--- src/hdl/log_entry_oldest_latest_empty_search_assert.svh ---
// assertion macros shared by the search block
`ifndef LOG_ENTRY_OLDEST_LATEST_EMPTY_SEARCH_ASSERT_SVH
`define LOG_ENTRY_OLDEST_LATEST_EMPTY_SEARCH_ASSERT_SVH

// same-cycle implication, clocked on clk, off during rst
`define LES_ASSERT_NOW(lbl, cond, prop) \
  lbl: assert property (@(posedge clk) disable iff (rst) (cond) |-> (prop)) \
    else $error("assertion failed");

// next-cycle implication
`define LES_ASSERT_NEXT(lbl, cond, prop) \
  lbl: assert property (@(posedge clk) disable iff (rst) (cond) |=> (prop)) \
    else $error("assertion failed");

`endif

--- src/hdl/les_pkg.sv ---
package les_pkg;

  typedef struct packed {
    logic [7:0] entry_page;
    logic [1:0] entry_slot;
    logic [4:0] stamp_day;
    logic [3:0] stamp_month;
    logic [6:0] stamp_year;
    logic [4:0] stamp_hour;
    logic [5:0] stamp_minute;
    logic       last_entry;
  } entry_t;

  typedef struct packed {
    logic [7:0] oldest_page;
    logic [1:0] oldest_slot;
    logic [7:0] latest_page;
    logic [1:0] latest_slot;
    logic [7:0] empty_page;
    logic [1:0] empty_slot;
    logic       empty_found;
  } report_t;

  typedef struct packed {
    logic [7:0] page;
    logic [1:0] slot;
  } pos_t;

  // year, month, day, hour, minute: compares lexicographically as one number
  typedef struct packed {
    logic [6:0] year;
    logic [3:0] month;
    logic [4:0] day;
    logic [4:0] hour;
    logic [5:0] minute;
  } stamp_t;

  localparam stamp_t OLDEST_START = '{
    year:   7'd60,
    month:  4'd12,
    day:    5'd31,
    hour:   5'd23,
    minute: 6'd59
  };

  localparam stamp_t LATEST_START = '0;

endpackage

--- src/hdl/les_track.sv ---
module les_track (
  input  logic              clk,
  input  logic              rst,
  input  logic              advance,
  input  les_pkg::entry_t   entry,
  output les_pkg::report_t  report
);

  logic             scan_started;
  les_pkg::stamp_t  oldest_stamp;
  les_pkg::pos_t    oldest_pos;
  les_pkg::stamp_t  latest_stamp;
  les_pkg::pos_t    latest_pos;
  les_pkg::pos_t    empty_pos;
  logic             empty_seen;

  les_pkg::stamp_t  oldest_stamp_next;
  les_pkg::pos_t    oldest_pos_next;
  les_pkg::stamp_t  latest_stamp_next;
  les_pkg::pos_t    latest_pos_next;
  les_pkg::pos_t    empty_pos_next;
  logic             empty_seen_next;

  les_pkg::stamp_t  stamp;
  les_pkg::pos_t    pos;
  les_pkg::pos_t    start_pos;
  logic             valid_entry;

  always_comb begin
    stamp = '{year: entry.stamp_year, month: entry.stamp_month, day: entry.stamp_day,
              hour: entry.stamp_hour, minute: entry.stamp_minute};
    pos = '{page: entry.entry_page, slot: entry.entry_slot};
    start_pos = '{page: entry.entry_page, slot: 2'd0};
    valid_entry = (entry.stamp_day != 5'd0);

    // first entry of a scan seeds both positions with its page, slot 0
    oldest_stamp_next = oldest_stamp;
    latest_stamp_next = latest_stamp;
    oldest_pos_next = scan_started ? oldest_pos : start_pos;
    latest_pos_next = scan_started ? latest_pos : start_pos;

    if (valid_entry && (stamp <= oldest_stamp)) begin
      oldest_stamp_next = stamp;
      oldest_pos_next = pos;
    end
    if (valid_entry && (stamp >= latest_stamp)) begin
      latest_stamp_next = stamp;
      latest_pos_next = pos;
    end

    empty_pos_next = empty_seen ? empty_pos : pos;
    empty_seen_next = empty_seen || !valid_entry;

    report = '{oldest_page: oldest_pos_next.page, oldest_slot: oldest_pos_next.slot,
               latest_page: latest_pos_next.page, latest_slot: latest_pos_next.slot,
               empty_page: empty_pos_next.page, empty_slot: empty_pos_next.slot,
               empty_found: empty_seen_next};
  end

  always_ff @(posedge clk) begin
    if (rst || (advance && entry.last_entry)) begin
      scan_started <= 1'b0;
      oldest_stamp <= les_pkg::OLDEST_START;
      oldest_pos <= '0;
      latest_stamp <= les_pkg::LATEST_START;
      latest_pos <= '0;
      empty_pos <= '0;
      empty_seen <= 1'b0;
    end else if (advance) begin
      scan_started <= 1'b1;
      oldest_stamp <= oldest_stamp_next;
      oldest_pos <= oldest_pos_next;
      latest_stamp <= latest_stamp_next;
      latest_pos <= latest_pos_next;
      empty_pos <= empty_pos_next;
      empty_seen <= empty_seen_next;
    end
  end

endmodule

--- src/hdl/log_entry_oldest_latest_empty_search.sv ---
// channel  | signals                          | direction
// entry    | entry_valid, entry_ready, entry  | request in
// report   | report_valid, report_ready, report | result out
//
// one entry per cycle while no report waits on a last entry; an entry is registered,
// then folded into the search state by one compare stage, and a last entry's report
// moves from the entry register into the output register once that register is free.
// rst clears the scan state and both valid flags.
// a waiting report holds a last entry in the entry register, and the input behind it;
// other entries keep flowing.
`include "log_entry_oldest_latest_empty_search_assert.svh"

module log_entry_oldest_latest_empty_search (
  input  logic              clk,
  input  logic              rst,
  input  logic              entry_valid,
  output logic              entry_ready,
  input  les_pkg::entry_t   entry,
  output logic              report_valid,
  input  logic              report_ready,
  output les_pkg::report_t  report
);

  logic              stage_valid;
  les_pkg::entry_t   stage;
  logic              advance;
  logic              emit;
  les_pkg::report_t  result;

  // a last entry needs the output register free before it can retire
  assign advance = stage_valid && (!stage.last_entry || !report_valid || report_ready);
  assign emit = advance && stage.last_entry;
  assign entry_ready = !stage_valid || advance;

  always_ff @(posedge clk) begin
    if (rst) begin
      stage_valid <= 1'b0;
    end else if (entry_valid && entry_ready) begin
      stage_valid <= 1'b1;
    end else if (advance) begin
      stage_valid <= 1'b0;
    end
  end

  always_ff @(posedge clk) begin
    if (entry_valid && entry_ready) begin
      stage <= entry;
    end
  end

  les_track u_track (
    .clk     (clk),
    .rst     (rst),
    .advance (advance),
    .entry   (stage),
    .report  (result)
  );

  always_ff @(posedge clk) begin
    if (rst) begin
      report_valid <= 1'b0;
    end else if (emit) begin
      report_valid <= 1'b1;
    end else if (report_ready) begin
      report_valid <= 1'b0;
    end
  end

  always_ff @(posedge clk) begin
    if (emit) begin
      report <= result;
    end
  end

  `LES_ASSERT_NOW(a_stall_blocks_input, stage_valid && !advance, !entry_ready)
  `LES_ASSERT_NEXT(a_last_gives_report, emit, report_valid)
  `LES_ASSERT_NOW(a_report_has_source, $rose(report_valid), $past(emit))
  `LES_ASSERT_NOW(a_only_last_stalls, stage_valid && !stage.last_entry, advance)

endmodule

--- config.mk ---
export PLATFORM = sky130hd
export DESIGN_NAME = log_entry_oldest_latest_empty_search
export DESIGN_NICKNAME = d
export VERILOG_FILES = /design/src/hdl/les_pkg.sv /design/src/hdl/les_track.sv /design/src/hdl/log_entry_oldest_latest_empty_search.sv
export VERILOG_INCLUDE_DIRS = /design/src /design/src/hdl
export SDC_FILE = /design/constraint.sdc
export NUM_CORES = 1
export LEC_CHECK = 0
export BUFFER_PORTS_ARGS = -buffer_cell sky130_fd_sc_hd__clkbuf_2
export CAP_MARGIN = 0
export CORE_ASPECT_RATIO = 1.75
export CORE_MARGIN = 5
export CORE_UTILIZATION = 35
export DETAILED_ROUTE_END_ITERATION = 8
export GPL_ROUTABILITY_DRIVEN = 0
export GPL_TIMING_DRIVEN = 0
export HOLD_SLACK_MARGIN = 0.06
export PLACE_DENSITY_LB_ADDON = 0.15
export SKIP_LAST_GASP = 1
export SLEW_MARGIN = 20
export SYNTH_ARGS = -nofsm -noshare
export SYNTH_HDL_FRONTEND = slang
export SYNTH_SLANG_ARGS = --single-unit
--- constraint.sdc ---
create_clock -name clk -period 3.2 [get_ports clk]
set_input_delay 0.48 -clock clk [delete_from_list [all_inputs] [get_ports clk]]
set_output_delay 0.48 -clock clk [all_outputs]
set_load 0.01 [all_outputs]
==> results of run 1 <==
logic make-up (layout without fill, tap and decap cells):
| kind of cell | Yosys count | after routing | share of synthesized area [%] |
|---|---|---|---|
| AOI/OAI and AO/OA | 102 | 102 | 9.67 |
| adders and majority gates | 54 | 54 | 9.34 |
| buffers and inverters | 89 | 198 | 5.85 |
| DFF | 157 | 157 | 53.0 |
| muxes | 69 | 69 | 9.96 |
| and+or+nand+nor | 166 | 166 | 12.2 |
cells in the mapped netlist, types with 14 or more instances:
master                     count  area (µm²)
sky130_fd_sc_hd__ha_1         54         676
sky130_fd_sc_hd__nor2_1       61         229
sky130_fd_sc_hd__edfxtp_1     69        2070
sky130_fd_sc_hd__mux2i_1      45         450
sky130_fd_sc_hd__mux2_1       16         180
sky130_fd_sc_hd__nand3_1      29         145
sky130_fd_sc_hd__a31oi_1      20         125
sky130_fd_sc_hd__dfxtp_1      88        1760
sky130_fd_sc_hd__nand2_1      22        82.6
sky130_fd_sc_hd__a21oi_1      27         135
sky130_fd_sc_hd__o21ai_0      14        70.1
sky130_fd_sc_hd__inv_1        60         225
area by class of cell:
cell class | count | area, µm² | area share, %
Multi-Input combinational cell | 391 | 2980 | 34.9
Inverter | 60 | 225 | 2.64
Tap cell | 248 | 310 | 3.63
Clock buffer | 19 | 433 | 5.07
Timing Repair Buffer | 77 | 430 | 5.04
Clock inverter | 13 | 128 | 1.49
Buffer | 29 | 199 | 2.33
Sequential cell | 157 | 3830 | 44.9
critical path, stage by stage (launching register included):
cell	delay, ps
sky130_fd_sc_hd__edfxtp_1	470
sky130_fd_sc_hd__ha_1	340
sky130_fd_sc_hd__nand4_1	300
sky130_fd_sc_hd__nor4_2	680
sky130_fd_sc_hd__a2111oi_2	210
sky130_fd_sc_hd__nor3_2	300
sky130_fd_sc_hd__nor3_4	80
sky130_fd_sc_hd__buf_12	160
sky130_fd_sc_hd__mux2_1	320
flip-flops by register name, indices dropped and copies added (netlist names):
signal / count
u_track.latest_pos: 10
u_track.empty_pos: 10
report_valid: 1
u_track.scan_started: 1
stage: 38
stage_valid: 1
u_track.empty_seen: 1
u_track.oldest_pos: 10
u_track.oldest_stamp: 27
report: 31
u_track.latest_stamp: 27
stage by stage:
stage               cells  hold slack [ps]  setup TNS, ps
global route          994              204              0
finish                994              228              0
global placement      959              447         -25330
floorplan             637              437              0
CTS                   993              198              0
detailed placement    961              455          -2500
how the worst max path moves through the flow:
stage | start | to | cells past startpoint
CTS | stage[7] | report[14] | 7
detailed placement | stage[14] | report[14] | 7
floorplan | report_ready | u_track.oldest_stamp[11] | 8
global route | stage[26] | report[19] | 8
finish | stage[14] | report[19] | 8
global placement | report_ready | u_track.latest_stamp[24] | 9
where the power goes:
group          internal, W  total (W)  switching [W]
clock              0.00114    0.00192       0.000781
combinational     0.000192   0.000463       0.000271
sequential         0.00219    0.00225      0.0000628
total              0.00352    0.00463        0.00111
timing repair:
item / 4_1_cts / 5_1_grt
endpoints found under the setup margin: 33 / 8
pin swaps: 0 / 1
setup buffers: 0 / 1
resized for setup: 1 / 0
routing by layer:
metal | vias up | wire length (µm)
met3 | 27 | 587
li1 | 2484 | -
met5 | - | 0
met4 | 0 | 605
met1 | 2387 | 6330
met2 | 94 | 9520
==> summary.md, run 1 <==
| Metric | Value |
|---|---|
| Outcome | `complete, no violations` |
| Total via count in the routed design | `about 5000` |
| Worst slack at placement | `-155 ps` |
| Post-route total power | `0.00463 W` |
| Crit path capture type | `flop` |
| Final worst path period need | `3110 ps` |
| CTS Hold Bufs | `0` |
| Synthesis Warnings | `0` |
| Worst r2r dst | `report[19]` |
| Number of instances on the worst hold path | `1` |
| Final Slew Violations | `0` |
| Final critical-path share of the clock period | `a little over nine tenths` |
| Layer with the highest usage | `met2` |
| Ratio of total power to cell area | `542 nW/µm²` |
| Final net count | `829` |
| Global Route met2 Usage | `28.2%` |
| Count of input and output buffers | `74` |
| Final hold viol count | `0` |
| Number of placement rows | `between 60 and 70` |
| CP Data Required Time | `between 3000 and 4000 ps` |
| Start of the worst register-to-register path | `stage[14]` |
| Register area share after synthesis | `53.0%` |
| Leakage dissipation | `3.59 nW` |
| Actual transition at the worst max-transition pin | `around 840 ps` |
| Count of cells along the worst register-to-register path | `8` |
| Count of nets left with antenna violations after detail routing | `0` |
| Number of sinks driven by the clock tree | `157` |
| Routed Wire Length | `17.0 mm` |
| Setup repair after global routing missed its margin | `false` |
| Summed instance area of the synthesized netlist | `7230 µm²` |
| Area after DPL | `7960 µm²` |
| Clock root buffer | `sky130_fd_sc_hd__clkbuf_16` |
| Remaining DRCs | `0` |
| Mean instance size in the synthesized netlist | `11.4 µm²` |
| Aggregate global routing overflow | `0` |
| Number of antenna violations at the first check in global routing | `0` |
| Share of cells above drive strength 1 | `a little over a fifth` |
| Post-synthesis register bit count | `157` |
| Met3 global-route usage | `3.02%` |
| Wire length of the first global-routing pass | `about 27 mm` |
| Top FF cell, synth | `sky130_fd_sc_hd__dfxtp_1` |
| Diodes inserted | `0` |
| Number of maximum-capacitance constraint violations | `0` |
| Most frequent standard cell in the layout excluding fill and tap cells | `sky130_fd_sc_hd__dfxtp_1` |
| Class of the tightest hold or removal check | `in2reg` |
| TritonCTS clock tree | `built` |
| Vias per inst | `5.02` |
| Setup violations, final | `0` |
| Iteration count of the initial detailed-routing pass | `4` |
| End-of-flow core utilization | `41.9%` |
| Post-synth cell types | `54` |
| Worst EP arrival | `3280 ps` |
| Most frequent cells in the layout | `sky130_fd_sc_hd__dfxtp_1 (88), sky130_fd_sc_hd__clkbuf_2 (75), sky130_fd_sc_hd__edfxtp_1 (69)` |
| Top-Level Pins | `75` |
| Die footprint | `between 20000 and 25000 µm²` |
| Kind of launch point of the worst setup path | `flop` |
| Total half-perimeter wirelength after legalization and detailed placement | `about 13 mm` |
| Maximum buffer depth of the clock tree | `2` |
| Worst clock skew | `7.56 ps` |
| Syn_nets | `approximately 730` |
| Later-pin clock latency in the skew report | `420 ps` |
| Via count of the first global-routing pass | `5188` |
| Endpoint of the worst hold-timing path | `stage[6]` |
| Largest voltage drop on the vdd net | `0.329 mV` |
| Cells after synthesis | `637` |
| Largest fanout of any net on the critical path | `8` |
| Iteration-0 DRC count of the detailed router | `221` |
| Post-route standard cell area excluding fillers | `8540 µm²` |
| Global-route usage over all layers | `14.8%` |
| Rel. slew slack | `43.8%` |
| Area of the core region | `20400 µm²` |
| Critical path start-end classification | `reg2reg` |
| Synth-to-layout area growth | `18.1%` |
| CTS H-tree lvls | `4` |
| Post-synth ARST share | `0%` |
| Die width | `119 µm` |
| Final-layout fill cell count | `1956` |
| Clock transition at the register clock pins on the worst setup and hold paths after CTS | `60 ps` |
| Met1 GRT Util | `14.9%` |
| EDFF count, synth | `69` |
| Launch point of the worst hold path | `entry[6]` |
| Highest attainable clock frequency | `321 MHz` |
| Largest net degree at the start of global routing | `31` |
| Initial Utilization | `35.5%` |
| Clock buffers created by TritonCTS | `17` |
| Vertical extent of the die | `around 200 µm` |
| Setup slack on the worst flop-to-flop path | `90 ps` |
| Final worst setup slack | `85.6 ps` |
| Wirelength per Cell | `17.1 µm` |
Note: power is estimated with default switching activity, not from simulation.
==> run 2, diff against run 1 <==
CTS_BUF_LIST = sky130_fd_sc_hd__clkbuf_8   (was not set)
==> run 2 against run 1 <==
Effect of this change: non-clock buffer count stayed put; via count is 0.34% lower; sequential cell count stayed put; combinational power hardly changed; critical path type unchanged.
==> summary.md, run 2 (same netlist as run 1, synthesis figures left out) <==
| Metric | Value |
|---|---|
| Outcome | `complete, no violations` |
| TritonCTS clock tree | `built` |
| Highest attainable clock frequency | `321 MHz (about the same)` |
| Number of instances on the worst hold path | `1 (unchanged)` |
| Final worst setup slack | `85.6 ps (+0.0193 ps)` |
| Critical path start-end classification | `reg2reg` |
| Global-route usage over all layers | `14.8% (about the same)` |
| Leading registers by flop count | `stage (38), report (31)` |
| Initial Utilization | `35.5% (unchanged)` |
| Clock root buffer | `sky130_fd_sc_hd__clkbuf_8` |
| Share of cells above drive strength 1 | `21.4% (unchanged)` |
| CTS Hold Bufs | `0 (unchanged)` |
| Start of the worst register-to-register path | `stage[14]` |
| Wirelength per Cell | `17.1 µm (about the same)` |
| Worst clock skew | `9.58 ps (+2.02 ps)` |
| Post-route standard cell area excluding fillers | `8350 µm² (-2.2%)` |
| Setup violations, final | `0 (unchanged)` |
| Total half-perimeter wirelength after legalization and detailed placement | `13.1 mm (unchanged)` |
| Actual transition at the worst max-transition pin | `843 ps (+2.51 ps)` |
| Most frequent standard cell in the layout excluding fill and tap cells | `sky130_fd_sc_hd__dfxtp_1` |
| Biggest register | `stage` |
| Combinational cell fraction of total power | `11.3% (+1.3 points)` |
| Aggregate global routing overflow | `0 (unchanged)` |
| Final Slew Violations | `0 (unchanged)` |
| Final critical-path share of the clock period | `97.3% (about the same)` |
| Diodes inserted | `0 (unchanged)` |
| Final worst path period need | `3110 ps (-0.0193 ps)` |
| Sw Pwr | `0.00106 W (-5.2%)` |
| Sequential share of power | `54.7% (+6.1 points)` |
| Number of maximum-capacitance constraint violations | `0 (unchanged)` |
| Clock transition at the register clock pins on the worst setup and hold paths after CTS | `80 ps (+20 ps)` |
| Remaining DRCs | `0 (unchanged)` |
| Area of the core region | `20400 µm² (unchanged)` |
| Count of input and output buffers | `74 (unchanged)` |
| Clock network fraction of design power | `34.0% (-7.4 points)` |
| Area after DPL | `7960 µm² (unchanged)` |
| Synth-to-layout area growth | `15.5%` |
| Die width | `119 µm (unchanged)` |
| Final hold viol count | `0 (unchanged)` |
| Class of the tightest hold or removal check | `in2reg` |
| Worst slack at placement | `-155 ps (unchanged)` |
| Setup slack on the worst flop-to-flop path | `90 ps (about the same)` |
| Worst EP arrival | `3320 ps (+40 ps)` |
| Via count of the first global-routing pass | `5209 (+0.40%)` |
| Most frequent cells in the layout | `sky130_fd_sc_hd__dfxtp_1 (88), sky130_fd_sc_hd__clkbuf_2 (75), sky130_fd_sc_hd__edfxtp_1 (69)` |
| Number of antenna violations at the first check in global routing | `0 (unchanged)` |
| Crit path capture type | `flop` |
| Routed Wire Length | `17.0 mm (about the same)` |
| Total via count in the routed design | `4975 (-0.34%)` |
| Final net count | `829 (unchanged)` |
| Top-Level Pins | `75 (unchanged)` |
| Clock buffers created by TritonCTS | `17 (unchanged)` |
| Kind of launch point of the worst setup path | `flop` |
| Maximum buffer depth of the clock tree | `2 (unchanged)` |
| Die footprint | `23800 µm² (unchanged)` |
| Switching power share of the total | `25.7% (+1.7 points)` |
| Largest fanout of any net on the critical path | `8 (unchanged)` |
| Rel. slew slack | `43.6% (-0.17 points)` |
| CP Data Required Time | `3410 ps (+40 ps)` |
| Worst r2r dst | `report[14]` |
| Vias per inst | `5.01 (-0.34%)` |
| Largest voltage drop on the vdd net | `0.216 mV (-35%)` |
| Number of placement rows | `69 (unchanged)` |
| End-of-flow core utilization | `41.0% (-0.94 points)` |
| Count of cells along the worst register-to-register path | `8 (unchanged)` |
| Number of sinks driven by the clock tree | `157 (unchanged)` |
| Iteration count of the initial detailed-routing pass | `5 (+1)` |
| Ratio of total power to cell area | `492 nW/µm² (-9.2%)` |
| Endpoint of the worst hold-timing path | `stage[6]` |
| Setup repair after global routing missed its margin | `false` |
| Power Internal | `0.00305 W (-13%)` |
| Wire length of the first global-routing pass | `27.4 mm (+0.23%)` |
| Largest net degree at the start of global routing | `31 (unchanged)` |
| Launch point of the worst hold path | `entry[6]` |
| Vertical extent of the die | `200 µm (unchanged)` |
| Iteration-0 DRC count of the detailed router | `190 (-14%)` |
| Number of flip-flops in the largest register | `38 (unchanged)` |
| Later-pin clock latency in the skew report | `460 ps (+40 ps)` |
| Leakage dissipation | `3.51 nW (-2.2%)` |
| Count of nets left with antenna violations after detail routing | `0 (unchanged)` |
| CTS H-tree lvls | `4 (unchanged)` |
## run 2: cell types whose count changed in the layout (fill, tap and decap cells not counted), sizes merged
| cell | change |
|---|---|
| clkbuf | -2 |
| inv | +2 |
## run 2: final cells by class
cell class,count,area (µm²)
Sequential cell,157,3830
Multi-Input combinational cell,391,2980
Timing Repair Buffer,77,430
Buffer,29,199
Clock inverter,15,135
Inverter,60,225
Fill cell,1983,12000
Clock buffer,17,234
Tap cell,248,310
## run 2: worst max-delay path by stage
stage          cells past startpoint                       end          from  slack [ps]
2_1_floorplan                      8  u_track.oldest_stamp[11]  report_ready         390
3_3_place_gp                       9  u_track.latest_stamp[24]  report_ready        -410
3_5_place_dp                       7                report[14]     stage[14]        -160
4_1_cts                            7                report[14]      stage[7]          40
5_1_grt                            8                report[19]     stage[26]          20
6_report                           8                report[14]     stage[14]          90
## run 2: critical path, stage by stage (launching register included)
cell and delay, ps:
sky130_fd_sc_hd__edfxtp_1 470, sky130_fd_sc_hd__ha_1 340, sky130_fd_sc_hd__nand4_1 300, sky130_fd_sc_hd__nor4_2 680, sky130_fd_sc_hd__a2111oi_2 210, sky130_fd_sc_hd__nor3_2 310, sky130_fd_sc_hd__nor3_4 90, sky130_fd_sc_hd__buf_12 160
sky130_fd_sc_hd__mux2_1 310
## run 2: stage by stage
step / setup TNS (ps) / cells / hold slack (ps) / total power [W]
floorplan: 0 / 637 / 437 / 0.00259
global placement: -25330 / 959 / 447 / 0.00274
detailed placement: -2500 / 961 / 455 / 0.00276
CTS: 0 / 993 / 155 / 0.00418
global route: 0 / 994 / 154 / 0.00432
finish: 0 / 994 / 193 / 0.00411
## run 2: power groups by stage
stage	logic [W]	clock network (W)	registers, W
finish	0.000463	0.00140	0.00225
global route	0.000522	0.00153	0.00226
CTS	0.000470	0.00146	0.00225
detailed placement	0.000467	0	0.00230
global placement	0.000446	0	0.00230
floorplan	0.000314	0	0.00228
## run 2: repair_timing
action,in CTS,in global routing
endpoints found under the setup margin,32,8
resized for setup,1,0
setup buffers,0,1
pin swaps,0,1
## run 2: metal layers
layer  vias to the layer above  track usage, %  share of wire (%)
li1                       2483               -                  -
met1                      2372            14.9                 37
met2                        96            28.3                 56
met3                        24            3.27                3.8
met4                         0            6.84                3.4
met5                         -               0                  0
